[src/sv/assert_macros.svh]
// Assertion macros shared by the RTL.
`ifndef ASSERT_MACROS_SVH
`define ASSERT_MACROS_SVH

// Expression must hold at every clock edge outside reset.
`define ASSERT_ALWAYS(lbl, clk, rst_n, expr) \
    lbl: assert property (@(posedge clk) disable iff (!rst_n) (expr)) \
        else $error("assertion failed");

// Consequent must hold in the cycle after the antecedent.
`define ASSERT_NEXT(lbl, clk, rst_n, ante, cons) \
    lbl: assert property (@(posedge clk) disable iff (!rst_n) (ante) |=> (cons)) \
        else $error("assertion failed");

`endif

[src/sv/aabb_pkg.sv]
// Types and constants for the AABB tree overlap query block.
`timescale 1ns / 1ps
package aabb_pkg;

    localparam logic [1:0] CMD_WRITE = 2'd0;
    localparam logic [1:0] CMD_BOX   = 2'd1;
    localparam logic [1:0] CMD_SEG   = 2'd2;
    localparam logic [1:0] CMD_NONE  = 2'd3;

    localparam int CFG_IDX_W  = 1;
    localparam int CFG_DATA_W = 9;
    localparam logic [CFG_IDX_W-1:0] REG_NODE_TOTAL = 1'b0;
    localparam logic [CFG_IDX_W-1:0] REG_MAX_HITS   = 1'b1;

    localparam int DEFAULT_MAX_NODES = 256;
    localparam logic [8:0] NODE_TOTAL_RST = 9'd0;
    localparam logic [6:0] MAX_HITS_RST   = 7'd64;
    localparam logic [6:0] RESULT_CAP     = 7'd64;

    // shared compare unit widths
    localparam int NUM_W = 34;
    localparam int DEN_W = 33;
    localparam int ACC_W = 70;

    typedef struct packed {
        logic [1:0]         command;
        logic [7:0]         node_index;
        logic signed [31:0] first_x;
        logic signed [31:0] first_y;
        logic signed [31:0] second_x;
        logic signed [31:0] second_y;
        logic [8:0]         escape_offset;
        logic               leaf_mark;
    } t_in;

    typedef struct packed {
        logic [7:0] hit_node;
        logic       hit_found;
        logic [6:0] hit_total;
        logic       last;
    } t_out;

    typedef struct packed {
        logic signed [31:0] min_x;
        logic signed [31:0] min_y;
        logic signed [31:0] max_x;
        logic signed [31:0] max_y;
        logic [8:0]         escape;
        logic               leaf;
    } t_node;

    typedef struct packed {
        logic done;
        logic pos;
        logic neg;
    } t_cmp_res;

endpackage

[src/sv/aabb_cmp.sv]
// Serial exact sign of a*b - c*d, two multiplier bits per cycle.
`timescale 1ns / 1ps
module aabb_cmp (
    input  logic                                i_clk,
    input  logic                                i_rst_n,
    input  logic                                i_start,
    input  logic signed [aabb_pkg::NUM_W-1:0]   i_a,
    input  logic [aabb_pkg::DEN_W-1:0]          i_b,
    input  logic signed [aabb_pkg::NUM_W-1:0]   i_c,
    input  logic [aabb_pkg::DEN_W-1:0]          i_d,
    output aabb_pkg::t_cmp_res                  o_res
);
    import aabb_pkg::*;

    localparam int STEPS = (DEN_W + 1) / 2;
    localparam int CW = $clog2(STEPS);

    logic signed [NUM_W-1:0] r_a, r_c;
    logic [2*STEPS-1:0]      r_b, r_d;
    logic signed [ACC_W-1:0] r_acc, n_acc;
    logic [CW-1:0]           r_cnt;
    logic                    r_busy, r_done;

    function automatic logic signed [ACC_W-1:0] mul2(input logic signed [NUM_W-1:0] a,
                                                     input logic [1:0] m);
        logic signed [ACC_W-1:0] e;
        e = {{(ACC_W-NUM_W){a[NUM_W-1]}}, a};
        case (m)
            2'd0:    mul2 = '0;
            2'd1:    mul2 = e;
            2'd2:    mul2 = e <<< 1;
            default: mul2 = e + (e <<< 1);
        endcase
    endfunction

    always_comb begin
        n_acc = (r_acc <<< 2) + mul2(r_a, r_b[2*STEPS-1 -: 2]) - mul2(r_c, r_d[2*STEPS-1 -: 2]);
    end

    always_ff @(posedge i_clk) begin
        if (!i_rst_n) begin
            r_busy <= 1'b0;
            r_done <= 1'b0;
        end else begin
            r_done <= r_busy && (r_cnt == '0);
            if (i_start) begin
                r_busy <= 1'b1;
            end else if (r_busy && (r_cnt == '0)) begin
                r_busy <= 1'b0;
            end
        end
        if (i_start) begin
            r_a   <= i_a;
            r_c   <= i_c;
            r_b   <= (2*STEPS)'(i_b);
            r_d   <= (2*STEPS)'(i_d);
            r_acc <= '0;
            r_cnt <= CW'(STEPS - 1);
        end else if (r_busy) begin
            r_acc <= n_acc;
            r_b   <= r_b << 2;
            r_d   <= r_d << 2;
            r_cnt <= r_cnt - 1'b1;
        end
    end

    assign o_res.done = r_done;
    assign o_res.pos  = !r_acc[ACC_W-1] && (r_acc != '0);
    assign o_res.neg  = r_acc[ACC_W-1];

endmodule

[config.mk]
export PLATFORM = sky130hd
export DESIGN_NAME = aabb_cmp
export DESIGN_NICKNAME = d
export VERILOG_FILES = /design/src/sv/assert_macros.svh /design/src/sv/aabb_pkg.sv /design/src/sv/aabb_cmp.sv
export SDC_FILE = /design/constraint.sdc
export NUM_CORES = 1
export LEC_CHECK = 0
export BUFFER_PORTS_ARGS = -buffer_cell sky130_fd_sc_hd__buf_2
export CAP_MARGIN = 20
export CORE_ASPECT_RATIO = 1.1
export CORE_UTILIZATION = 25
export DETAILED_ROUTE_END_ITERATION = 16
export PLACE_DENSITY = 0.46
export SYNTH_ARGS = -nofsm -noshare
export SYNTH_HDL_FRONTEND = slang
export SYNTH_SLANG_ARGS = --single-unit
[constraint.sdc]
create_clock -name i_clk -period 22.2 [get_ports i_clk]
set_input_delay 0 -clock i_clk [delete_from_list [all_inputs] [get_ports i_clk]]
set_output_delay 0 -clock i_clk [all_outputs]
set_load 0.05 [all_outputs]
# Word-level counts from Yosys, hierarchy flattened
# Index checks and enable logic that the tools add are counted.
# totals
register_bits	213
in_bits	137
# classes
addsub	5
n_eq_ne	4
n_mux	8
n_reduce_logical	9
# op_table
op	n
one-hot mux 70 bit (3 select lines)	2
2-to-1 mux 33 bit	4
adder 34 x 35 -> 36 bit	2
adder 70 bit	1
nonzero test 70 bit	1
subtractor 70 bit	1
zero test 5 bit	1
subtractor 5 x 1 -> 5 bit, second input constant	1
equality test 2 x 1 -> 1 bit, second input constant	2
equality test 2 bit, second input constant	2
zero test 2 bit	2
nonzero test 2 bit	2
logical AND 1 bit	2
2-to-1 mux 1 bit	2
zero test 1 bit	1

# Longest topological paths before layout
# Gate-level depths: netlist of the first run.
# logic_depth
ltp_word	4
ltp_mapped	27

# Least setup slack after synthesis of the first run
# No wires, ideal clock.
# synth_path
path_kind	reg2reg
start	register r_b[33]
end	register r_acc[67]
setup_time_ps	127
t_arrival_ps	8619
required_ps	22073
slack_ps	13454
path_stages_with_launch	17
path_buffers	1
synth_period_minus_slack_ps	8746
cell_sequence	dfxtp_1 clkbuf_1 o21ai_0 a221oi_1 fa_1 ha_1 a21oi_1 o21ai_0 a21oi_1 o21ai_0 a21oi_1 o41ai_2 a221oi_1 o21bai_1 a21oi_1 nor4_1 or3b_1
# synth_via
elab_chain_cells	4
# synth_lines
element	line	source
from (decl)	aabb_cmp.sv:19	logic [2*STEPS-1:0] r_b, r_d;
from (signal assigned)	aabb_cmp.sv:55	r_b <= (2*STEPS)'(i_b);
from (signal assigned)	aabb_cmp.sv:61	r_b <= r_b << 2;
equality test 2 bit (tied with other cells)	aabb_cmp.sv:28	case (m)
one-hot mux 70 bit (3 select lines) *	aabb_cmp.sv:28	
adder 70 bit *	aabb_cmp.sv:37	n_acc = (r_acc <<< 2) + mul2(r_a, r_b[2*STEPS-1 -: 2]) - mul2(r_c, r_d[2*STEPS-1 -: 2]);
subtractor 70 bit *	aabb_cmp.sv:37	
to (signal assigned)	aabb_cmp.sv:60	r_acc <= n_acc;
to (decl)	aabb_cmp.sv:20	logic signed [ACC_W-1:0] r_acc, n_acc;
# Every way passes the cells marked *; elsewhere a longest branch is shown, timed or not.
# A chain may end at the register's enable or synchronous reset.

# Worst setup path after layout of the first run
# layout_path
start	register r_a[1]
end	register r_acc[67]
# layout_via
elab_chain_cells	4
# layout_lines
element	line	source
from (decl)	aabb_cmp.sv:18	logic signed [NUM_W-1:0] r_a, r_c;
from (signal assigned)	aabb_cmp.sv:53	r_a <= i_a;
adder 34 x 35 -> 36 bit	aabb_cmp.sv:32	default: mul2 = e + (e <<< 1);
one-hot mux 70 bit (3 select lines) *	aabb_cmp.sv:28	
adder 70 bit *	aabb_cmp.sv:37	
subtractor 70 bit *	aabb_cmp.sv:37	
# Marked as above.

==> results.sh, run 1 <==
export IMPL_vias=14600
export IMPL_antenna_found_initial=1
export IMPL_clock_sinks=213
export IMPL_cap_violations=0
export IMPL_initial_utilization=0.252
export IMPL_startpoint_type="flop"
export IMPL_cts_root_buf="clkbuf_16"
export IMPL_seqCellArea_um2=5610
export IMPL_peakVddDrop_mv=0.0584
export IMPL_via_per_inst=4.77
export IMPL_crit_required_ns=22.65
export IMPL_cts_tree="built"
export IMPL_timing_rr_end="r_acc[67]$_SDFFE_PP0P_"
export IMPL_combPwrFrac=0.613
export IMPL_power_density_nw_per_um2=124
export IMPL_worstPathArrival_ns=7.81
export IMPL_ioPinCount=140
export IMPL_drc_errors=0
export IMPL_clkLatencyLatePin_ns=0.59
export IMPL_setup_violations_final=0
export IMPL_hold_path_class="input pin to flop"
export IMPL_seqPwrFrac=0.209
export IMPL_die_area_um2=72100
export IMPL_worstMarginPinSlew_ns=1.03
export IMPL_rows=102
export IMPL_synthCells=1857
export IMPL_whs_endpoint="r_a[7]$_DFFE_PP_"
export IMPL_critPathMaxFanout=7
export IMPL_layout_nets=2438
export IMPL_cts_max_path_buffers=3
export IMPL_power_net_switching_mw=1.24
export IMPL_ys_seq_area_frac=0.316
export IMPL_drt_total_wl_mm=50.5
export IMPL_switching_share=0.458
export IMPL_outcome="finished, final reports clean"
export IMPL_reg2reg_from="r_a[1]$_DFFE_PP_"
export IMPL_worstSetupEndpointType="flop"
export IMPL_antenna_cells=0
export IMPL_design_power_total_mw=2.71
export IMPL_hpwl_mm=38.0
export IMPL_core_um2=70300
export IMPL_synth_area_um2=17700
export IMPL_cts_clk_slew_worst_paths_ns=0.06
export IMPL_critPathTopFamily="compound AO/OA/AOI/OAI gates"
export IMPL_overflow=0
export IMPL_fmax_mhz=136
export IMPL_rsz0062_at_grt="no"
export IMPL_path_buf_inv=0
export IMPL_synth_ff_type="edfxtp_1"
export IMPL_syn_avg_cell_area_um2=9.56
export IMPL_reg2reg_depth=26
export IMPL_crit_top_cell="o21ai_0"
export IMPL_cts_made_buffers=29
export IMPL_tns_ns=0
export IMPL_min_period_ns=7.35
export IMPL_worst_path_largest_cell_delay_ns=0.48
export IMPL_regToRegSetupSlack_ns=14.85
export IMPL_post_drt_wl_per_cell_um=16.5
export IMPL_slew_headroom=0.311
export IMPL_slew_viol_final=0
export IMPL_yosysUniqueCellTypes=76
export IMPL_synth_edf_count=134
export IMPL_fin_worst_skew_ns=0.0169
export IMPL_yosys_warnings=0
export IMPL_grt_max_degree=110
export IMPL_die_x_um=256
export IMPL_first_pass_iters=6
export IMPL_drive_gt1_frac=0.153
export IMPL_portBuffers=139
export IMPL_path_class="flop to flop"
export IMPL_min_path_cells=2
export IMPL_drt_iter0_markers=876
export IMPL_worst_slack_ns=14.85
export IMPL_grt_pass1_vias=15100
export IMPL_p_clk_frac=0.178
export IMPL_grt_usage=0.140
export IMPL_fillerInstances=7315
export IMPL_fin_crit_sh=0.331
export IMPL_placed_area_um2=19400
export IMPL_globalplace_congestion=0.899
export IMPL_postSynth_asyncResetShare=0
export IMPL_min_from="i_a[7]"
export IMPL_h_tree_depth=1
export IMPL_post_route_cell_area_um2=21800
export IMPL_internal_power_mw=1.47
export IMPL_cpMaxStageDelayCell="edfxtp_1"
export IMPL_multi_input_area_um2=11300
export IMPL_hold_viol=0
export IMPL_syn_to_final_growth_pct=22.7
export IMPL_dp_slack_ns=14.95
export IMPL_ant_nets=0
export IMPL_power_leakage_nw=9.18
export IMPL_ys_ff_latch=213
export IMPL_synthesis_nets=2201
export IMPL_grt_pass1_wl_mm=81.4
export IMPL_die_height_um=281
what timing repair did:
action / CTS / global route
endpoints found under the hold margin: 206 / 0
resized for setup: 0 / 0
hold buffers: 136 / 0
setup endpoints to repair: 0 / 0
setup buffers: 0 / 0
Yosys cell counts (all sizes together), types with 55 or more instances:
cell	instances	area (µm²)
xnor2	84	736
clkbuf	73	274
ha	137	1710
a21oi	146	734
dfxtp	79	1580
o21ai	88	444
a21o	79	593
inv	138	518
nand2	113	424
fa	70	1400
mux2i	55	551
mux2	87	980
nor2	130	488
edfxtp	134	4020
metrics by stage:
stage / utilization / hold slack, ns / std cells
after detailed placement: 0.276 / 0.178 / 2863
after global placement: 0.276 / 0.180 / 2862
after global routing: 0.310 / 0.110 / 3053
after floorplan: - / 0.0989 / 1857
final: 0.310 / 0.124 / 3053
after CTS: 0.310 / 0.0891 / 3053
registers in the layout, summed over array words and instances, names as in the netlist:
| register | cells |
|---|---|
| r_a | 34 |
| r_acc | 70 |
| r_b | 34 |
| r_busy | 1 |
| r_c | 34 |
| r_cnt | 5 |
| r_d | 34 |
| r_done | 1 |
logic make-up after synthesis:
family / after synthesis / share of synthesized area
buffers and inverters: 221 / 0.0472
AOI/OAI and AO/OA: 536 / 0.203
xor gates and xnor gates: 131 / 0.0646
muxes: 142 / 0.0862
and+or+nand+nor: 407 / 0.108
adders and majority gates: 207 / 0.176
DFF: 213 / 0.316
layout make-up:
cell class	count	share of cell area
tap	936	0.0538
clock inverter	21	0.00862
inverter	138	0.0238
sequential	213	0.257
timing repair buffer	289	0.100
multi-input combinational	1423	0.520
clock buffer	33	0.0364
power by group through the flow:
stage | clock network [mW] | logic (mW) | registers [mW]
final | 0.482 | 1.66 | 0.567
after global routing | 0.514 | 1.86 | 0.578
after CTS | 0.500 | 1.66 | 0.568
after detailed placement | 0 | 1.63 | 0.576
after global placement | 0 | 1.63 | 0.576
after floorplan | 0 | 1.26 | 0.550
worst max-delay path by stage:
stage | endpoint | cells after the start | slack, ns | start
floorplan | r_acc[67]$_SDFFE_PP0P_ | 16 | 13.45 | r_b[33]$_SDFFE_PP0P_
global placement | r_acc[66]$_SDFFE_PP0P_ | 26 | 15.03 | r_a[1]$_DFFE_PP_
detailed placement | r_acc[66]$_SDFFE_PP0P_ | 26 | 14.95 | r_a[1]$_DFFE_PP_
CTS | r_acc[67]$_SDFFE_PP0P_ | 26 | 14.89 | r_a[1]$_DFFE_PP_
global route | r_acc[67]$_SDFFE_PP0P_ | 26 | 14.22 | r_a[1]$_DFFE_PP_
finish | r_acc[67]$_SDFFE_PP0P_ | 26 | 14.85 | r_a[1]$_DFFE_PP_
cell usage in the layout (no fill, tap or decap), types with 9 or more instances in the layout:
cell type and instances:
a21o_1 79, a22o_1 27, mux2i_1 55, dlygate4sd3_1 136, edfxtp_1 134, o22ai_1 24, nand4_1 29, nand3_1 25
clkinv_2 9, mux2_2 87, nand2_1 113, dfxtp_1 78, o21ai_0 78, buf_4 12, and2_1 17, fa_1 70
nor2b_1 13, ha_1 137, o21bai_1 21, a211oi_1 18, inv_1 137, clkbuf_16 31, a21oi_1 145, nor2_1 129
and3_1 20, nand2b_1 12, buf_2 139, a31oi_1 41, xor2_1 47, nor4_1 22, xnor2_1 84, nor3_1 14
o21a_1 9
routing by layer:
| layer | wire [µm] | part of all wire | GRT usage |
|---|---|---|---|
| met1 | 21800 | 0.43 | 0.168 |
| met3 | 1320 | 0.026 | 0.0143 |
| met4 | 1230 | 0.024 | 0.0358 |
| met5 | 0 | 0 | 0 |
| met2 | 26100 | 0.52 | 0.265 |
Power figures use the tool's default switching activity.
==> run 2: changes to the inputs <==
==> constraint.sdc (replaced) <==
create_clock -name i_clk -period 7.7 [get_ports i_clk]
set_input_delay 0 -clock i_clk [delete_from_list [all_inputs] [get_ports i_clk]]
set_output_delay 0 -clock i_clk [all_outputs]
set_load 0.05 [all_outputs]
==> run 2 against run 1 <==
  * Final area is 0.90% higher
  * Global-route usage is essentially flat
  * Critical path depth unchanged
  * Critical path type unchanged
  * Largest power group unchanged
  * Highest routed layer unchanged
==> results.sh, run 2 (synthesis gave the netlist of run 1 again) <==
export IMPL_grt_usage=0.140
export IMPL_syn_to_final_growth_pct=23.8
export IMPL_drc_errors=0
export IMPL_hold_path_class="input pin to flop"
export IMPL_min_period_ns=7.16
export IMPL_dp_slack_ns=0.343
export IMPL_h_tree_depth=1
export IMPL_whs_endpoint="r_a[28]$_DFFE_PP_"
export IMPL_power_leakage_nw=9.28
export IMPL_drt_total_wl_mm=50.9
export IMPL_worst_slack_ns=0.543
export IMPL_worstMarginPinSlew_ns=1.10
export IMPL_worstPathArrival_ns=7.64
export IMPL_fmax_mhz=140
export IMPL_antenna_cells=0
export IMPL_timing_rr_end="r_acc[67]$_SDFFE_PP0P_"
export IMPL_setup_violations_final=0
export IMPL_outcome="finished, final reports clean"
export IMPL_power_density_nw_per_um2=364
export IMPL_cts_made_buffers=30
export IMPL_critPathMaxFanout=7
export IMPL_path_class="flop to flop"
export IMPL_fillerInstances=7243
export IMPL_ant_nets=0
export IMPL_worst_path_largest_cell_delay_ns=0.48
export IMPL_regToRegSetupSlack_ns=0.54
export IMPL_cts_root_buf="clkbuf_16"
export IMPL_regMostFlops="r_acc"
export IMPL_cts_setup_buffers=0
export IMPL_fin_worst_skew_ns=0.0344
export IMPL_hold_viol=0
export IMPL_peakVddDrop_mv=0.211
export IMPL_min_path_cells=2
export IMPL_slew_viol_final=0
export IMPL_worstSetupEndpointType="flop"
export IMPL_portBuffers=139
export IMPL_layout_commonest_cell="a21oi_1"
export IMPL_die_area_um2=72100
export IMPL_rows=102
export IMPL_antenna_found_initial=1
export IMPL_tns_ns=0
export IMPL_die_height_um=281
export IMPL_crit_required_ns=8.18
export IMPL_min_from="i_a[28]"
export IMPL_globalplace_congestion=0.913
export IMPL_ioPinCount=140
export IMPL_via_per_inst=4.77
export IMPL_cap_violations=0
export IMPL_clock_sinks=213
export IMPL_cts_max_path_buffers=3
export IMPL_grt_pass1_wl_mm=81.2
export IMPL_slew_headroom=0.257
export IMPL_clkLatencyLatePin_ns=0.60
export IMPL_grt_max_degree=69
export IMPL_post_drt_wl_per_cell_um=16.6
export IMPL_fin_crit_sh=0.930
export IMPL_initial_utilization=0.252
export IMPL_overflow=0
export IMPL_holdWs_ns=0.109
export IMPL_cts_tree="built"
export IMPL_cts_clk_slew_worst_paths_ns=0.06
export IMPL_grt_pass1_vias=15000
export IMPL_rsz0062_at_grt="no"
export IMPL_reg2reg_from="r_a[1]$_DFFE_PP_"
export IMPL_startpoint_type="flop"
export IMPL_final_cell_mix="a21oi_1, buf_2, inv_1, ha_1, dlygate4sd3_1"
export IMPL_drt_iter0_markers=888
export IMPL_die_x_um=256
export IMPL_largest_register_ffs=70
export IMPL_layout_nets=2442
export IMPL_core_um2=70300
export IMPL_first_pass_iters=7
export IMPL_hpwl_mm=38.9
export IMPL_drive_gt1_frac=0.153
export IMPL_vias=14600
export IMPL_cpMaxStageDelayCell="edfxtp_1"
export IMPL_reg2reg_depth=26
==> run 2: metal layers <==
layer | wire length [µm] | up-vias | GRT usage
met5 | 0 | - | 0
met1 | 21600 | 7010 | 0.165
li1 | - | 7285 | -
met3 | 1400 | 74 | 0.0157
met4 | 1480 | 0 | 0.0418
met2 | 26400 | 222 | 0.264
==> run 2: worst max path at each step <==
stage / from / endpoint / slack (ns) / cells past startpoint
after floorplan: r_b[33]$_SDFFE_PP0P_ / r_acc[67]$_SDFFE_PP0P_ / 0.87 / 16
after global placement: r_a[1]$_DFFE_PP_ / r_acc[67]$_SDFFE_PP0P_ / 0.48 / 26
after detailed placement: r_a[1]$_DFFE_PP_ / r_acc[67]$_SDFFE_PP0P_ / 0.34 / 26
after CTS: r_a[1]$_DFFE_PP_ / r_acc[67]$_SDFFE_PP0P_ / 0.32 / 26
after global routing: r_a[1]$_DFFE_PP_ / r_acc[67]$_SDFFE_PP0P_ / 0.02 / 26
final: r_a[1]$_DFFE_PP_ / r_acc[67]$_SDFFE_PP0P_ / 0.54 / 26
==> run 2: layout make-up <==
class / count / area, µm² / area share
sequential: 213 / 5610 / 0.255
multi-input combinational: 1423 / 11400 / 0.517
tap: 936 / 1170 / 0.0533
timing repair buffer: 292 / 2210 / 0.100
clock inverter: 15 / 218 / 0.00991
clock buffer: 41 / 886 / 0.0403
inverter: 138 / 519 / 0.0236
==> run 2: what timing repair did <==
action	CTS	global route
hold buffers	137	0
gates resized for setup	0	6
endpoints found under the setup margin	0	8
hold endpoints to repair	177	0
==> run 2: critical path, delay by kind of cell, from the launching register on <==
kind	cells	cell delay (ns)
compound gates	16	3.77
flops	1	0.48
fa+ha+maj	4	1.56
simple gates	5	1.12
xor+xnor	1	0.14
==> run 2: stage by stage <==
stage / util / power (mW) / cells / instance area, µm²
final: 0.312 / 8.01 / 3058 / 22000
after global routing: 0.312 / 8.71 / 3058 / 22000
after global placement: 0.277 / 6.38 / 2865 / 19400
after floorplan: - / 5.23 / 1857 / 17700
after detailed placement: 0.277 / 6.39 / 2865 / 19400
after CTS: 0.312 / 8.03 / 3058 / 21900
==> run 2: where the power goes <==
part           total (mW)  switching (mW)  internal (mW)
combinational        4.84            2.82           2.02
sequential           1.64           0.199           1.44
clock                1.52           0.578          0.945
total                8.01            3.60           4.41
==> run 3: changes to the inputs <==
--- a/config.mk
+++ b/config.mk
@@ -7,10 +7,12 @@
 export LEC_CHECK = 0
 export BUFFER_PORTS_ARGS = -buffer_cell sky130_fd_sc_hd__buf_2
 export CAP_MARGIN = 20
+export CELL_PAD_IN_SITES_DETAIL_PLACEMENT = 0
+export CELL_PAD_IN_SITES_GLOBAL_PLACEMENT = 2
 export CORE_ASPECT_RATIO = 1.1
 export CORE_UTILIZATION = 25
 export DETAILED_ROUTE_END_ITERATION = 16
-export PLACE_DENSITY = 0.46
+export PLACE_DENSITY = 0.62
 export SYNTH_ARGS = -nofsm -noshare
 export SYNTH_HDL_FRONTEND = slang
 export SYNTH_SLANG_ARGS = --single-unit
==> run 3 against run 2 <==
  * Power is 1.2% lower
  * Flip-flop and latch count stayed put
  * Final area decreased by 0.51%
  * Core utilization is 0.16 points lower
  * Clock power down 9%
  * Global-route usage increased by 0.78 points
  * Critical endpoint unchanged
  * Sequential power about the same
==> results.sh, run 3 (synthesis gave the netlist of run 1 again) <==
export IMPL_internal_power_mw=4.26
export IMPL_final_cell_mix="a21oi_1, buf_2, ha_1"
export IMPL_top_usage_layer="met2"
export IMPL_switching_share=0.461
export IMPL_cap_violations=0
export IMPL_startpoint_type="flop"
export IMPL_globalplace_congestion=0.859
export IMPL_min_path_cells=2
export IMPL_power_net_switching_mw=3.64
export IMPL_peakVddDrop_mv=0.205
export IMPL_initial_utilization=0.252
export IMPL_largest_register_ffs=70
export IMPL_grt_pass1_wl_mm=84.4
export IMPL_holdWs_ns=0.112
export IMPL_worst_path_largest_cell_delay_ns=0.48
export IMPL_core_um2=70300
export IMPL_hpwl_mm=41.3
export IMPL_rows=102
export IMPL_cpMaxStageDelayCell="edfxtp_1"
export IMPL_fin_worst_skew_ns=0.0261
export IMPL_cts_clk_slew_worst_paths_ns=0.06
export IMPL_seqPwrFrac=0.207
export IMPL_layout_nets=2446
export IMPL_ant_nets=0
export IMPL_min_period_ns=7.09
export IMPL_antenna_cells=0
export IMPL_crit_required_ns=8.19
export IMPL_drc_errors=0
export IMPL_tns_ns=0
export IMPL_rsz0062_at_grt="no"
export IMPL_antenna_found_initial=0
export IMPL_outcome="finished, final reports clean"
export IMPL_slew_viol_final=0
export IMPL_fillerInstances=7409
export IMPL_worstSetupEndpointType="flop"
export IMPL_worstPathArrival_ns=7.58
export IMPL_syn_to_final_growth_pct=23.2
export IMPL_grt_usage=0.148
export IMPL_power_density_nw_per_um2=362
export IMPL_slew_headroom=0.220
export IMPL_grt_max_degree=69
export IMPL_die_x_um=256
export IMPL_layout_commonest_cell="a21oi_1"
export IMPL_critPathTopFamily="compound AO/OA/AOI/OAI gates"
export IMPL_regToRegSetupSlack_ns=0.61
export IMPL_critPathMaxFanout=7
export IMPL_path_class="flop to flop"
export IMPL_use_met3=0.0160
export IMPL_regMostFlops="r_acc"
export IMPL_cts_tree="built"
export IMPL_via_per_inst=4.74
export IMPL_clock_sinks=213
export IMPL_multi_input_area_um2=11400
export IMPL_grt_pass1_vias=15300
export IMPL_first_pass_iters=5
export IMPL_hold_path_class="input pin to flop"
export IMPL_drt_total_wl_mm=53.2
export IMPL_h_tree_depth=1
export IMPL_setup_violations_final=0
export IMPL_drive_gt1_frac=0.154
export IMPL_hold_viol=0
export IMPL_whs_endpoint="r_a[28]$_DFFE_PP_"
export IMPL_die_height_um=281
export IMPL_vias=14500
export IMPL_drt_iter0_markers=560
export IMPL_ioPinCount=140
export IMPL_reg2reg_depth=26
export IMPL_fin_crit_sh=0.921
export IMPL_seqCellArea_um2=5610
export IMPL_cts_root_buf="clkbuf_16"
export IMPL_fmax_mhz=141
export IMPL_path_buf_inv=0
export IMPL_cts_max_path_buffers=3
export IMPL_p_clk_frac=0.174
export IMPL_portBuffers=139
export IMPL_worstMarginPinSlew_ns=1.16
export IMPL_cts_made_buffers=29
export IMPL_die_area_um2=72100
export IMPL_crit_top_cell="o21ai_0"
export IMPL_met2_usage=0.286
export IMPL_combPwrFrac=0.619
export IMPL_timing_rr_end="r_acc[67]$_SDFFE_PP0P_"
export IMPL_overflow=0
export IMPL_post_drt_wl_per_cell_um=17.4
export IMPL_min_from="i_a[28]"
export IMPL_grtUsageMet1=0.170
export IMPL_reg2reg_from="r_a[1]$_DFFE_PP_"
export IMPL_power_leakage_nw=9.23
export IMPL_clkLatencyLatePin_ns=0.60
-- run 3: cell count changes in the layout (fill, tap and decap cells not counted), moves of 2 or more --
cell and delta:
clkbuf_1 -3, clkbuf_16 -4, clkinv_1 +5, inv_6 +2
clkinvlp_4 +2, clkinv_2 +3, buf_4 +5, clkbuf_8 -3
-- run 3: stage by stage --
step	instance area [µm²]	power [mW]	util	worst slack (ns)	instances
global route	21900	8.62	0.311	0.0420	3061
detailed placement	19500	6.48	0.277	0.359	2870
floorplan	17700	5.23	-	0.872	1857
finish	21900	7.91	0.311	0.608	3061
CTS	21800	7.98	0.310	0.302	3060
global placement	19500	6.51	0.277	0.381	2869
-- run 3: final cells by class --
| type | count | area share |
|---|---|---|
| multi-input combinational | 1423 | 0.520 |
| clock inverter | 23 | 0.0101 |
| inverter | 138 | 0.0238 |
| timing repair buffer | 297 | 0.102 |
| clock buffer | 31 | 0.0335 |
| tap | 936 | 0.0536 |
| sequential | 213 | 0.256 |
-- run 3: layer usage --
| metal | share of wire | vias up |
|---|---|---|
| met1 | 0.42 | 6977 |
| met4 | 0.028 | 0 |
| met3 | 0.023 | 58 |
| met2 | 0.53 | 162 |
| met5 | 0 | - |
| li1 | - | 7305 |
-- run 3: worst reg2reg max path, cell delays in order, from the launching register on --
cell and delay [ns]:
edfxtp_1 0.48, ha_1 0.26, fa_1 0.43, a211oi_1 0.36, o211ai_1 0.20, a221oi_2 0.29
o31a_1 0.22, o21ai_0 0.19, a221o_1 0.33, a21o_1 0.20, a21boi_0 0.28, o21ai_0 0.16
xnor2_1 0.15, o21ai_0 0.29, fa_1 0.48, ha_1 0.43, nand4_1 0.23, nor3_2 0.24
nand2_1 0.07, a31oi_1 0.16, nor2_1 0.12, o41ai_4 0.41, a221oi_4 0.15, o21bai_1 0.20
a21oi_1 0.14, o2111ai_1 0.18, or3b_1 0.36
-- run 3: timing repair --
action                                 4_1_cts  5_1_grt
hold buffers                               136        0
setup endpoints to repair                    0        4
buffers inserted                             0        0
gates resized for setup                      0        6
endpoints found under the hold margin      150        0
-- run 3: worst max path at each step --
stage                    startpoint                      to  slack (ns)  cells after the start
6_report           r_a[1]$_DFFE_PP_  r_acc[67]$_SDFFE_PP0P_        0.61                     26
5_1_grt            r_a[1]$_DFFE_PP_  r_acc[67]$_SDFFE_PP0P_        0.04                     26
4_1_cts            r_a[1]$_DFFE_PP_  r_acc[67]$_SDFFE_PP0P_        0.30                     26
3_5_place_dp       r_a[1]$_DFFE_PP_  r_acc[67]$_SDFFE_PP0P_        0.36                     26
3_3_place_gp       r_a[1]$_DFFE_PP_  r_acc[67]$_SDFFE_PP0P_        0.38                     26
2_1_floorplan  r_b[33]$_SDFFE_PP0P_  r_acc[67]$_SDFFE_PP0P_        0.87                     16
-- run 3: power groups by stage --
stage	logic, mW	registers [mW]	clock network, mW
after floorplan	3.64	1.59	0
after global placement	4.84	1.67	0
after detailed placement	4.81	1.67	0
after CTS	4.90	1.65	1.44
after global routing	5.47	1.67	1.47
final	4.89	1.64	1.38
